[src/sv/nbt_pkg.sv]
// Types, codes and constants shared by the binding table modules.
`timescale 1ns / 1ps
`default_nettype none
package nbt_pkg;

   localparam int TABLE_ENTRIES = 64;
   localparam int IDX_W         = $clog2(TABLE_ENTRIES);
   localparam int CSR_ADDR_W    = 4;

   localparam logic [31:0] POOL_FIRST_RESET = 32'h6440_0001;
   localparam logic [31:0] POOL_LAST_RESET  = 32'h647F_FFFE;
   localparam logic [31:0] EXPIRE_RESET     = 32'd1000;

   localparam logic [1:0] REG_POOL_FIRST = 2'd0;
   localparam logic [1:0] REG_POOL_LAST  = 2'd1;
   localparam logic [1:0] REG_EXPIRE     = 2'd2;

   typedef enum logic [1:0] {
      CMD_TICK,
      CMD_V6_TO_V4,
      CMD_V4_TO_V6
   } cmd_type;

   typedef enum logic [2:0] {
      ST_OK,
      ST_NEW,
      ST_EXHAUSTED,
      ST_NO_ENTRY,
      ST_FULL
   } status_type;

   typedef struct packed {
      logic [1:0]  command;
      logic [63:0] v6_high;
      logic [63:0] v6_low;
      logic [31:0] v4_in;
   } req_type;

   typedef struct packed {
      logic [2:0]  status;
      logic [31:0] v4_out;
      logic [63:0] v6_out_high;
      logic [63:0] v6_out_low;
   } rsp_type;

   typedef struct packed {
      logic [63:0] v6_high;
      logic [63:0] v6_low;
      logic [31:0] v4;
   } entry_type;

   typedef struct packed {
      logic [IDX_W-1:0] rd_addr;
      logic [IDX_W-1:0] wr_addr;
      logic             wr_entry;
      logic             wr_stamp;
      logic             clr_valid;
      entry_type        entry;
      logic [31:0]      stamp;
   } store_req_type;

   typedef struct packed {
      logic        valid;
      entry_type   entry;
      logic [31:0] stamp;
   } store_rsp_type;

   typedef struct packed {
      logic [31:0] pool_last;
      logic [31:0] expire;
      logic [32:0] next_pool;
   } cfg_type;

endpackage
`default_nettype wire

[src/sv/nbt_csr.sv]
// Configuration registers and the pool pointer.
`timescale 1ns / 1ps
`default_nettype none
module nbt_csr (
   input  wire logic                            clock,
   input  wire logic                            reset,
   input  wire logic                            psel,
   input  wire logic                            penable,
   input  wire logic                            pwrite,
   input  wire logic [nbt_pkg::CSR_ADDR_W-1:0]  paddr,
   input  wire logic [31:0]                     pwdata,
   output logic [31:0]                          prdata,
   output logic                                 pready,
   input  wire logic                            pool_inc,
   output nbt_pkg::cfg_type                     cfg
);
   import nbt_pkg::*;

   logic [31:0] pool_first_ff, pool_first_in;
   logic [31:0] pool_last_ff, pool_last_in;
   logic [31:0] expire_ff, expire_in;
   logic [32:0] next_pool_ff, next_pool_in;
   logic        wr_beat;

   assign pready  = 1'b1;
   assign wr_beat = psel & penable & pwrite;

   always_comb begin
      pool_first_in = pool_first_ff;
      pool_last_in  = pool_last_ff;
      expire_in     = expire_ff;
      next_pool_in  = pool_inc ? next_pool_ff + 33'd1 : next_pool_ff;
      if (wr_beat) begin
         case (paddr[3:2])
            REG_POOL_FIRST: begin
               pool_first_in = pwdata;
               next_pool_in  = {1'b0, pwdata};
            end
            REG_POOL_LAST: pool_last_in = pwdata;
            REG_EXPIRE:    expire_in    = pwdata;
            default: ;
         endcase
      end
   end

   always_comb begin
      case (paddr[3:2])
         REG_POOL_FIRST: prdata = pool_first_ff;
         REG_POOL_LAST:  prdata = pool_last_ff;
         REG_EXPIRE:     prdata = expire_ff;
         default:        prdata = 32'd0;
      endcase
   end

   always_ff @(posedge clock) begin
      if (reset) begin
         pool_first_ff <= POOL_FIRST_RESET;
         pool_last_ff  <= POOL_LAST_RESET;
         expire_ff     <= EXPIRE_RESET;
         next_pool_ff  <= {1'b0, POOL_FIRST_RESET};
      end else begin
         pool_first_ff <= pool_first_in;
         pool_last_ff  <= pool_last_in;
         expire_ff     <= expire_in;
         next_pool_ff  <= next_pool_in;
      end
   end

   assign cfg.pool_last = pool_last_ff;
   assign cfg.expire    = expire_ff;
   assign cfg.next_pool = next_pool_ff;

endmodule
`default_nettype wire

[config.mk]
export PLATFORM = sky130hd
export DESIGN_NAME = nbt_csr
export DESIGN_NICKNAME = d
export VERILOG_FILES = /design/src/sv/nbt_pkg.sv /design/src/sv/nbt_csr.sv
export SDC_FILE = /design/constraint.sdc
export NUM_CORES = 1
export LEC_CHECK = 0
export BUFFER_PORTS_ARGS = -buffer_cell sky130_fd_sc_hd__buf_2
export CAP_MARGIN = 20
export CORE_MARGIN = 2
export CORE_UTILIZATION = 29
export CTS_BUF_LIST = sky130_fd_sc_hd__clkbuf_8
export DETAILED_ROUTE_END_ITERATION = 6
export GPL_TIMING_DRIVEN = 0
export PLACE_DENSITY = 0.57
export SKIP_CTS_REPAIR_TIMING = 1
export SYNTH_ARGS = -nofsm -noshare
export SYNTH_HDL_FRONTEND = slang
export SYNTH_SLANG_ARGS = --single-unit
[constraint.sdc]
create_clock -name clock -period 3.1 [get_ports clock]
set_clock_uncertainty 0.15 [all_clocks]
set_input_delay 0.62 -clock clock [delete_from_list [all_inputs] [get_ports clock]]
set_output_delay 0.62 -clock clock [all_outputs]
set_load 0.02 [all_outputs]
==> results list <==
- The initial antenna violation count came to 0.
- Counting cells, the worst reg-to-reg path comes to 8.
* Number of rows in the core area: 51
* Multiplexer fraction of the synthesized cell area: 0.0574
- Averaged over all synthesized cells, the footprint is 7.83 sq um.
* Detail-routed net length per standard cell: 17.7 um
- Dpl ws: -236 ps
- Entering global routing, the biggest net connects 17 pins.
* Detailed router's first-iteration violation count: 406
* Number of filler cells placed in the layout: 2111
- CTS H-tree depth: 4
* Async set-or-reset flop fraction in the synthesized netlist: 0
- Number of vias per cell after detailed routing: 4.85
- Of the total synthesized cell area, the portion taken by AND, OR, NAND and NOR gates is 0.281.
- STA classifies the critical path startpoint as an input port.
- Setup repair after global routing left no endpoint under its margin.
* Fin. max-slew vios: 0
* Clock share of power: 0.405
- After synthesis, the cell types taking the most area are dfxtp_1 (45%), nand2_1 (16%), a21oi_1 (6.3%).
- Height of the chip: 145 um
- Largest family of logic cells by synthesized area: simple AND/OR/NAND/NOR gates
- Worst path max stage delay: 470 ps
- Global-route wire length before repair: 32100 um
- The flow ran to the end, and the final reports show no timing, DRC or antenna violations.
- The post-synthesis compound-gate area fraction came to 0.127.
* Grt ovf: 0
- Cell accounting for the most synthesized area: dfxtp_1
- The signal on the critical path passes through buf_2 > clkbuf_1 > clkbuf_2 > mux2i_1 > o21ai_0 > buf_2.
- Setup TNS: 0 ps
- The critical path is of the in -> out type.
- The die is 145 um wide.
- Counting every instance in the synthesized netlist gives 737.
- Detailed Route WL: 21300 um
* Synth Cell Area: 0.00577 sq mm
- Antenna viol nets, final: 0
- Most used cell along the critical path: buf_2
- Crit path capture type: output pin
* Reg-to-Reg Start: next_pool_ff[0]
- Clk pin slew, worst setup/hold paths: 70 ps
- Hold crit path type: in -> reg
- Of the total power, the share spent switching nets is 0.273.
- 172 I/O pins were placed.
- Max-capacitance violation count: 0
- Number of enable-type register cells in the synthesized netlist: 0
* Total global routing track utilization: 0.199
- The pre-antenna-repair detailed-routing pass consisted of 5 iterations.
- For this design, the sink count on the clock tree is 129.
* Switching power: 0.955 mW
- For this run, the top clock speed supported by timing is 329 MHz.
* Startpoint of the lowest-slack hold path: pwdata[5]
* Hold Path Stages: 3
* Hold Violations, Final: 0
- The setup check on the worst reg-to-reg path leaves a slack of 590 ps.
* Commonest non-fill, non-tap cell in the layout: nand2_1
- The routed design could run at a clock period as short as 3040 ps.
- Post-Synthesis Net Count: 780
* Final clock period utilization by the worst path: 0.980
- Share of final-layout standard cells stronger than drive strength 1: 0.232
- At the pin with the least slew margin, the transition time is 1060 ps.
- Number of buffers added by the clock tree synthesis step: 17
- After synthesis the netlist holds a flip-flop and latch count of 129.
- TritonCTS built the clock tree.
* Relative slew slack: 0.289
- Data arrival time of the critical path: 2270 ps
* Relative area change from synthesis to final layout: 26.9%
* Synth Warn #: 0
* Worst-skew pair later-pin latency: 450 ps
* Static leakage: 3.01 nW
- Number of port buffers: 166
* Primary flip-flop cell chosen by synthesis mapping: dfxtp_1
* Cell area power density: 478 mW/mm^2
- Capture point of the worst reg-to-reg path: next_pool_ff[30]
- Unique cell type count in the Yosys netlist: 43
* Area share of fa/ha/maj cells after synthesis: 0.00217
* Core area: 0.0195 sq mm
- Setup slack on the critical path of the routed design comes to 61.9 ps.
- DP Wirelength: 15900 um
- The final layout contains 965 nets.
- Root Driver: clkbuf_8
* Worst Path Required: 2330 ps
- Proportion of netlist area held by the largest area contributor: 0.447
* Total cell area at the placement stage: 0.00694 sq mm
- Final std cell area, no fill: 0.00733 sq mm
- Peak ir drop on the vdd network: 0.256 mV
- Via count of the first global-routing pass: 5412
- Via count: 5817
- Die footprint: 0.0211 sq mm
- Among all stages on the critical path, the largest delay is contributed by clkbuf_2.
* Initial Util: 0.296
- Setup violations remaining at the end of the flow were counted as 0.
- 0 antenna diodes ended up in the layout.
- In this run the worst path has a maximum fanout of 10.
- Count of placed standard cells including taps: 1168
- Post-Layout Cell Count: 1200
- The path with the worst hold slack has its endpoint at pool_last_ff[5].
- Sequential-to-total area share from yosys stat: 0.447
* Share of total power in sequential cells: 0.490
- Internal: 2.55 mW
- In the layout the commonest cells are nand2_1 (240), buf_2 (166), dfxtp_1 (129).
- The share of total power dissipated in combinational logic is 0.104.
- Max clock buf depth: 2
- Final Wtd Congestion: 0.823
- After detailed routing, the number of remaining DRC violations is 0.
- Of the total synthesized cell area, the portion taken by XOR and XNOR cells is 0.0410.
Yosys cell counts, types with 2 or more instances:
cell / n
nor3_2: 3
a211oi_1: 10
dfxtp_1: 129
clkbuf_1: 50
or3_1: 6
and4_1: 4
nand2_1: 240
a311oi_1: 4
o21ai_0: 36
buf_4: 2
nand4_1: 7
xor2_1: 6
nor2b_1: 2
a211o_1: 4
and2_1: 3
and3_1: 4
a21oi_1: 73
nor3_1: 9
inv_1: 4
mux2i_1: 32
buf_1: 2
nand3_1: 7
buf_6: 2
nor2_1: 25
nand3b_1: 32
nor4_1: 2
xnor2_1: 21
o21bai_1: 3
through the flow:
| stage | power (mW) | util | hold slack [ps] |
|---|---|---|---|
| final | 3.50 | 0.375 | 270 |
| after global routing | 3.63 | 0.375 | 258 |
| after CTS | 3.53 | 0.375 | 248 |
| after detailed placement | 2.12 | 0.355 | 298 |
| after global placement | 2.12 | 0.355 | 292 |
| after floorplan | 1.95 | - | 285 |
power by group through the flow:
stage / Sequential, mW / Combinational [mW] / Clock (mW)
after detailed placement: 1.76 / 0.363 / 0
after floorplan: 1.78 / 0.174 / 0
after global placement: 1.76 / 0.362 / 0
final: 1.72 / 0.365 / 1.42
after global routing: 1.72 / 0.392 / 1.52
after CTS: 1.72 / 0.364 / 1.44
worst max-delay path by stage:
stage               depth (start not counted)         end      from
finish                                      6   prdata[0]  paddr[2]
detailed placement                          6  prdata[28]  paddr[2]
floorplan                                   4   prdata[0]  paddr[2]
global route                                8  prdata[28]  paddr[2]
global placement                            6  prdata[28]  paddr[2]
CTS                                         6  prdata[28]  paddr[2]
cell type report:
cell class	instances	area [sq um]	share of cell area
repair buffers	166	831	0.113
plain buffers	56	240	0.0328
well taps	265	332	0.0453
inverters	4	15.0	0.00205
flip-flops and latches	129	2580	0.353
multi-input cells	548	2940	0.402
clock buffers	19	262	0.0357
clock inverters	13	120	0.0164
cells by family after synthesis:
logic type | Yosys count
AND/OR/NAND/NOR | 353
other | 1
AO/OA/AOI/OAI | 133
flip-flops | 129
multiplexers | 33
XOR/XNOR | 27
adder cells (fa/ha/maj) | 1
buffers and inverters | 60
sequential cells by signal (all words and copies together) (netlist names):
register and count:
next_pool_ff 33, expire_ff 32, pool_first_ff 32, pool_last_ff 32
routing by layer:
metal	wire length (um)	vias to the layer above	global-route usage	part of all wire
li1	-	2855	-	-
met1	9700	2719	0.264	0.46
met2	9700	224	0.322	0.46
met3	1590	19	0.0487	0.075
met4	278	0	0.0554	0.013
met5	0	-	0	0
critical path, delay by kind of cell:
family,cells,cell delay [ps]
buffers and inverters,4,1160
AOI/OAI and AO/OA,1,340
muxes,1,140
Power figures use the tool's default switching activity.
