[config.mk]
export PLATFORM = sky130hd
export DESIGN_NAME = nbt_seq
export DESIGN_NICKNAME = d
export VERILOG_FILES = /design/src/sv/nbt_pkg.sv /design/src/sv/nbt_seq.sv
export SDC_FILE = /design/constraint.sdc
export NUM_CORES = 1
export LEC_CHECK = 0
export ABC_CLOCK_PERIOD_IN_PS = 15200
export BUFFER_PORTS_ARGS = -buffer_cell sky130_fd_sc_hd__buf_2
export CORE_AREA = 2 2 322 324
export DETAILED_ROUTE_END_ITERATION = 6
export DIE_AREA = 0 0 324 326
export HOLD_SLACK_MARGIN = 0.1
export SYNTH_ARGS = -nofsm -noshare
export SYNTH_HDL_FRONTEND = slang
export SYNTH_SLANG_ARGS = --single-unit
[constraint.sdc]
create_clock -name clock -period 15.2 [get_ports clock]
set_input_delay 0 -clock clock [delete_from_list [all_inputs] [get_ports clock]]
set_output_delay 0 -clock clock [all_outputs]
set_load 0.05 [all_outputs]
[src/sv/nbt_pkg.sv]
// Types, codes and constants shared by the binding table modules.
`timescale 1ns / 1ps
`default_nettype none
package nbt_pkg;

   localparam int TABLE_ENTRIES = 64;
   localparam int IDX_W         = $clog2(TABLE_ENTRIES);
   localparam int CSR_ADDR_W    = 4;

   localparam logic [31:0] POOL_FIRST_RESET = 32'h6440_0001;
   localparam logic [31:0] POOL_LAST_RESET  = 32'h647F_FFFE;
   localparam logic [31:0] EXPIRE_RESET     = 32'd1000;

   localparam logic [1:0] REG_POOL_FIRST = 2'd0;
   localparam logic [1:0] REG_POOL_LAST  = 2'd1;
   localparam logic [1:0] REG_EXPIRE     = 2'd2;

   typedef enum logic [1:0] {
      CMD_TICK,
      CMD_V6_TO_V4,
      CMD_V4_TO_V6
   } cmd_type;

   typedef enum logic [2:0] {
      ST_OK,
      ST_NEW,
      ST_EXHAUSTED,
      ST_NO_ENTRY,
      ST_FULL
   } status_type;

   typedef struct packed {
      logic [1:0]  command;
      logic [63:0] v6_high;
      logic [63:0] v6_low;
      logic [31:0] v4_in;
   } req_type;

   typedef struct packed {
      logic [2:0]  status;
      logic [31:0] v4_out;
      logic [63:0] v6_out_high;
      logic [63:0] v6_out_low;
   } rsp_type;

   typedef struct packed {
      logic [63:0] v6_high;
      logic [63:0] v6_low;
      logic [31:0] v4;
   } entry_type;

   typedef struct packed {
      logic [IDX_W-1:0] rd_addr;
      logic [IDX_W-1:0] wr_addr;
      logic             wr_entry;
      logic             wr_stamp;
      logic             clr_valid;
      entry_type        entry;
      logic [31:0]      stamp;
   } store_req_type;

   typedef struct packed {
      logic        valid;
      entry_type   entry;
      logic [31:0] stamp;
   } store_rsp_type;

   typedef struct packed {
      logic [31:0] pool_last;
      logic [31:0] expire;
      logic [32:0] next_pool;
   } cfg_type;

endpackage
`default_nettype wire

[src/sv/nbt_seq.sv]
// Sequencer: match sweep, reclaim sweep and binding over the shared compare.
`timescale 1ns / 1ps
`default_nettype none
module nbt_seq (
   input  wire logic                   clock,
   input  wire logic                   reset,
   input  wire logic                   start,
   output logic                        busy,
   input  wire nbt_pkg::req_type       req_item,
   output logic                        rsp_valid,
   output nbt_pkg::rsp_type            rsp_item,
   input  wire nbt_pkg::cfg_type       cfg,
   output logic                        pool_inc,
   output nbt_pkg::store_req_type      st_req,
   input  wire nbt_pkg::store_rsp_type st_rsp
);
   import nbt_pkg::*;

   typedef enum logic [1:0] {
      S_IDLE,
      S_MATCH,
      S_RECLAIM,
      S_DECIDE
   } state_type;

   state_type        state_ff, state_in;
   req_type          req_ff, req_in;
   logic [31:0]      tick_ff, tick_in;
   logic [IDX_W-1:0] addr_ff, addr_in;
   logic             issue_ff, issue_in;
   logic             pvld_ff, pvld_in;
   logic [IDX_W-1:0] pidx_ff, pidx_in;
   logic             plast_ff, plast_in;
   logic             free_found_ff, free_found_in;
   logic [IDX_W-1:0] free_idx_ff, free_idx_in;
   logic             rsp_valid_ff, rsp_valid_in;
   rsp_type          rsp_ff, rsp_in;

   logic             addr_last;
   logic             hit;
   logic             expired;
   logic [31:0]      age;

   assign addr_last = (addr_ff == IDX_W'(TABLE_ENTRIES - 1));
   assign age       = tick_ff - st_rsp.stamp;
   assign expired   = st_rsp.valid && (age > cfg.expire);

   always_comb begin
      if (req_ff.command == CMD_V6_TO_V4) begin
         hit = st_rsp.valid && (st_rsp.entry.v6_high == req_ff.v6_high)
               && (st_rsp.entry.v6_low == req_ff.v6_low);
      end else begin
         hit = st_rsp.valid && (st_rsp.entry.v4 == req_ff.v4_in);
      end
   end

   always_comb begin
      state_in      = state_ff;
      req_in        = req_ff;
      tick_in       = tick_ff;
      addr_in       = addr_ff;
      issue_in      = issue_ff;
      pvld_in       = 1'b0;
      pidx_in       = pidx_ff;
      plast_in      = plast_ff;
      free_found_in = free_found_ff;
      free_idx_in   = free_idx_ff;
      rsp_valid_in  = 1'b0;
      rsp_in        = rsp_ff;
      pool_inc      = 1'b0;

      st_req.rd_addr   = addr_ff;
      st_req.wr_addr   = pidx_ff;
      st_req.wr_entry  = 1'b0;
      st_req.wr_stamp  = 1'b0;
      st_req.clr_valid = 1'b0;
      st_req.entry.v6_high = req_ff.v6_high;
      st_req.entry.v6_low  = req_ff.v6_low;
      st_req.entry.v4      = cfg.next_pool[31:0];
      st_req.stamp     = tick_ff;

      case (state_ff)
         S_IDLE: begin
            if (start) begin
               req_in        = req_item;
               rsp_in        = '0;
               rsp_in.status = ST_OK;
               case (req_item.command)
                  CMD_TICK: begin
                     tick_in      = tick_ff + 32'd1;
                     rsp_valid_in = 1'b1;
                  end
                  CMD_V6_TO_V4, CMD_V4_TO_V6: begin
                     state_in = S_MATCH;
                     addr_in  = '0;
                     issue_in = 1'b1;
                  end
                  default: rsp_valid_in = 1'b1;
               endcase
            end
         end
         S_MATCH, S_RECLAIM: begin
            // read issue runs ahead of the compare through the registered read port
            pvld_in  = issue_ff;
            pidx_in  = addr_ff;
            plast_in = addr_last;
            if (issue_ff) begin
               addr_in = addr_ff + IDX_W'(1);
               if (addr_last) begin
                  issue_in = 1'b0;
               end
            end
            if (state_ff == S_MATCH) begin
               if (pvld_ff) begin
                  if (hit) begin
                     st_req.wr_stamp = 1'b1;
                     rsp_valid_in    = 1'b1;
                     rsp_in          = '0;
                     rsp_in.status   = ST_OK;
                     if (req_ff.command == CMD_V6_TO_V4) begin
                        rsp_in.v4_out = st_rsp.entry.v4;
                     end else begin
                        rsp_in.v6_out_high = st_rsp.entry.v6_high;
                        rsp_in.v6_out_low  = st_rsp.entry.v6_low;
                     end
                     state_in = S_IDLE;
                     pvld_in  = 1'b0;
                     issue_in = 1'b0;
                  end else if (plast_ff) begin
                     if (req_ff.command == CMD_V4_TO_V6) begin
                        rsp_valid_in  = 1'b1;
                        rsp_in        = '0;
                        rsp_in.status = ST_NO_ENTRY;
                        state_in      = S_IDLE;
                        pvld_in       = 1'b0;
                     end else begin
                        state_in      = S_RECLAIM;
                        addr_in       = '0;
                        issue_in      = 1'b1;
                        pvld_in       = 1'b0;
                        free_found_in = 1'b0;
                     end
                  end
               end
            end else begin
               if (pvld_ff) begin
                  st_req.clr_valid = expired;
                  if (!free_found_ff && (!st_rsp.valid || expired)) begin
                     free_found_in = 1'b1;
                     free_idx_in   = pidx_ff;
                  end
                  if (plast_ff) begin
                     state_in = S_DECIDE;
                     pvld_in  = 1'b0;
                  end
               end
            end
         end
         S_DECIDE: begin
            rsp_valid_in   = 1'b1;
            rsp_in         = '0;
            state_in       = S_IDLE;
            st_req.wr_addr = free_idx_ff;
            if (cfg.next_pool > {1'b0, cfg.pool_last}) begin
               rsp_in.status = ST_EXHAUSTED;
            end else if (!free_found_ff) begin
               rsp_in.status = ST_FULL;
            end else begin
               st_req.wr_entry = 1'b1;
               st_req.wr_stamp = 1'b1;
               pool_inc        = 1'b1;
               rsp_in.status   = ST_NEW;
               rsp_in.v4_out   = cfg.next_pool[31:0];
            end
         end
         default: state_in = S_IDLE;
      endcase
   end

   always_ff @(posedge clock) begin
      if (reset) begin
         state_ff      <= S_IDLE;
         tick_ff       <= 32'd0;
         issue_ff      <= 1'b0;
         pvld_ff       <= 1'b0;
         rsp_valid_ff  <= 1'b0;
      end else begin
         state_ff      <= state_in;
         tick_ff       <= tick_in;
         issue_ff      <= issue_in;
         pvld_ff       <= pvld_in;
         rsp_valid_ff  <= rsp_valid_in;
      end
      req_ff        <= req_in;
      addr_ff       <= addr_in;
      pidx_ff       <= pidx_in;
      plast_ff      <= plast_in;
      free_found_ff <= free_found_in;
      free_idx_ff   <= free_idx_in;
      rsp_ff        <= rsp_in;
   end

   assign busy      = (state_ff != S_IDLE);
   assign rsp_valid = rsp_valid_ff;
   assign rsp_item  = rsp_ff;

endmodule
`default_nettype wire

==> flow_metrics.tcl <==
set metrics [dict create \
    clk_path_buf_depth 3 \
    rsz0062_at_grt "false" \
    layout_common_cells "827 x buf_2, 502 x dlygate4sd3_1, 345 x edfxtp_1, 153 x inv_1, 121 x xnor2_1" \
    hp-class "in2reg" \
    slew_headroom 0.197 \
    grt_overflow 0 \
    cap_violations 0 \
    r2r-start "req_ff[20]" \
    synth_top_area_cell "edfxtp_1" \
    finalHoldWorstSlack_ns 0.151 \
    clk_latency_ns 0.65 \
    crit_type "reg2out" \
    clk_pin_slew_ns 0.06 \
    worstHoldPathCells 2 \
    htree_num_levels 2 \
    crit_path_end_kind "primary output" \
    rows 118 \
    synth_top_area_frac 0.518 \
    synth_edf_count 345 \
    ioPinCount 828 \
    seqCellArea_um2 11100 \
    syn_area_per_cell_um2 11.8 \
    drt_iter0_markers 1264 \
    area_growth_pct 56.4 \
    gp_congestion 0.936 \
    status "complete, no violations" \
    rr_worst_depth 9 \
    die-height_um 326 \
    antenna_found_initial 21 \
    finalHoldViolCount 0 \
    arrival_ns 5.49 \
    die_w_um 324 \
    fill_cells 10400 \
    regToRegEndpoint "rsp_item[121]" \
    synthCells 1690 \
    layout_min_cycle_time_ns 5.49 \
    cts_num_sinks 382 \
    synth_flop_cell "edfxtp_1" \
    holdPathEnd "req_ff[17]" \
    cts_resized 0 \
    routedWlPerCell_um 22.2 \
    synth_area_leaders "edfxtp_1 52%, ha_1 6.4%, buf_4 6.0%, xnor2_1 5.3%, dfxtp_1 3.7%" \
    core_region_area_um2 103000 \
    vias_per_cell 4.24 \
    p_leak_uw 0.0136 \
    worst_pin_slew_ns 1.20 \
    firstDrtPassIters 5 \
    required_ns 15.20 \
    antenna_left 0 \
    critPathLaunchType "flop" \
    totalWireLength_um 95700 \
    powerDensity_nw_per_um2 158 \
    io_buffers 827 \
    grt_pass1_wl_um 131000 \
    dp_hpwl_um 73500 \
    drv_slew 0 \
    grt_max_degree 142 \
    ys_warn_count 0 \
    critPathMaxFanout 5 \
    finalCritPeriodShare 0.361 \
    start_util 0.195 \
    ctsRootBufferMaster "clkbuf_16" \
    grt_pass1_vias 18500 \
    numCtsBuffers 49 \
    finalSetupTns_ns 0 \
    layout_commonest_cell "buf_2" \
    timing.fmax_mhz 182 \
    nets 3443 \
    num_vias 18300 \
    syn-cell-area_um2 20000 \
    multi_input_area_um2 7030 \
    die_area_um2 106000 \
    setup_viol 0 \
    drc 0 \
    async_flop_share 0 \
    cts_tree "yes" \
    synth_seq_cells 382 \
    yosysSeqAreaShare 0.555 \
    track_usage 0.173 \
    fin_skew_ns 0.0557 \
    synth_cell_types 67 \
    syn_nets 2248 \
    drive_gt1_frac 0.319 \
    regToRegSetupSlack_ns 10.11 \
    ir_drop_mv 0.120 \
    min_from "req_item[17]" \
]
logic make-up (layout without fill, tap and decap cells):
group / count (synthesis) / in the layout / share of synthesized area
xor gates and xnor gates: 165 / 165 / 0.0722
other: 0 / 3 / 0
adders and majority gates: 103 / 103 / 0.0648
buffers and inverters: 350 / 1585 / 0.0961
and+or+nand+nor: 453 / 453 / 0.126
muxes: 8 / 8 / 0.00438
DFF: 382 / 382 / 0.555
AOI/OAI and AO/OA: 229 / 229 / 0.0824
stage by stage:
stage / cell area [um^2] / power (uW) / util / setup slack, ns / std cells
finish: 31300 / 4930 / 0.305 / 9.71 / 4308
global route: 31300 / 5110 / 0.305 / 9.29 / 4306
CTS: 31300 / 4970 / 0.305 / 9.64 / 4305
detailed placement: 24700 / 3680 / 0.240 / 10.16 / 3712
global placement: 24700 / 3680 / 0.240 / 10.17 / 3712
floorplan: 20000 / 3140 / - / 9.78 / 1690
worst max-delay path by stage:
stage,startpoint,to,slack [ns]
floorplan,tick_ff[0],st_req[192],9.78
global placement,req_ff[22],rsp_item[36],10.17
detailed placement,req_ff[22],rsp_item[18],10.16
CTS,tick_ff[0],st_req[192],9.64
global route,tick_ff[0],st_req[192],9.29
finish,tick_ff[0],st_req[192],9.71
repair_timing:
action / CTS / global route
endpoints found under the hold margin: 372 / 0
hold buffers: 502 / 0
setup buffers: 0 / 0
flip-flops by register name, indices dropped and copies added (netlist names):
signal and count:
addr_ff 6, free_found_ff 1, free_idx_ff 6, issue_ff 1, pidx_ff 6, plast_ff 1, pvld_ff 1, req_ff 34
rsp_item 163, rsp_valid 1, st_req 128, state_ff 2, tick_ff 32
layout make-up:
class / instances / area share
diodes: 3 / 0.000240
flip-flops and latches: 382 / 0.355
inverters: 153 / 0.0184
repair buffers: 1341 / 0.296
clock buffers: 60 / 0.0408
multi-input cells: 958 / 0.225
clock inverters: 31 / 0.0100
well taps: 1380 / 0.0552
worst max-delay path, cell delays in order (launching register included):
cell,delay [ns]
dfxtp_1,0.36
inv_1,0.08
ha_1,0.17
inv_1,0.06
fa_1,0.42
a211oi_1,0.23
nor2_1,0.11
o41a_1,0.39
and4_1,0.25
o21ba_1,0.20
a2111o_1,0.44
a31o_2,0.25
a21oi_1,0.18
xnor2_1,0.09
ha_1,0.29
nand4_1,0.13
or3_1,0.39
nand2_1,0.08
o21bai_1,0.07
nor4_1,0.29
buf_2,0.38
report_power, final:
| part | switching (uW) | leakage, uW | internal [uW] |
|---|---|---|---|
| clock | 517 | 0.000776 | 659 |
| sequential | 152 | 0.00369 | 1550 |
| combinational | 1620 | 0.00918 | 437 |
metal layers:
layer | up-vias | routed length, um | GRT usage
li1 | 8298 | - | -
met1 | 8859 | 40100 | 0.218
met2 | 905 | 44700 | 0.289
met3 | 172 | 8340 | 0.0501
met4 | 16 | 2450 | 0.0440
met5 | - | 96 | 0
synthesized netlist by cell type (4+ instances only):
cell type / instances
and2_1: 101
a31oi_1: 6
a211oi_1: 7
nor4_1: 47
and3_1: 11
nor2_1: 67
o2111ai_1: 7
xnor2_1: 121
buf_2: 4
a22o_1: 35
nand4_1: 44
ha_1: 102
o21bai_1: 4
nor3_1: 9
o21a_1: 8
clkbuf_1: 31
nor2b_1: 37
a2111oi_0: 6
nand3_1: 18
nand2_1: 60
xor2_1: 44
o22ai_1: 12
edfxtp_1: 345
a21o_1: 24
a21oi_1: 45
or3_1: 18
a2111o_1: 9
o21ai_0: 31
inv_1: 153
buf_4: 161
nand2b_1: 27
dfxtp_1: 37
mux2_2: 6
Note: power is estimated with default switching activity, not from simulation.
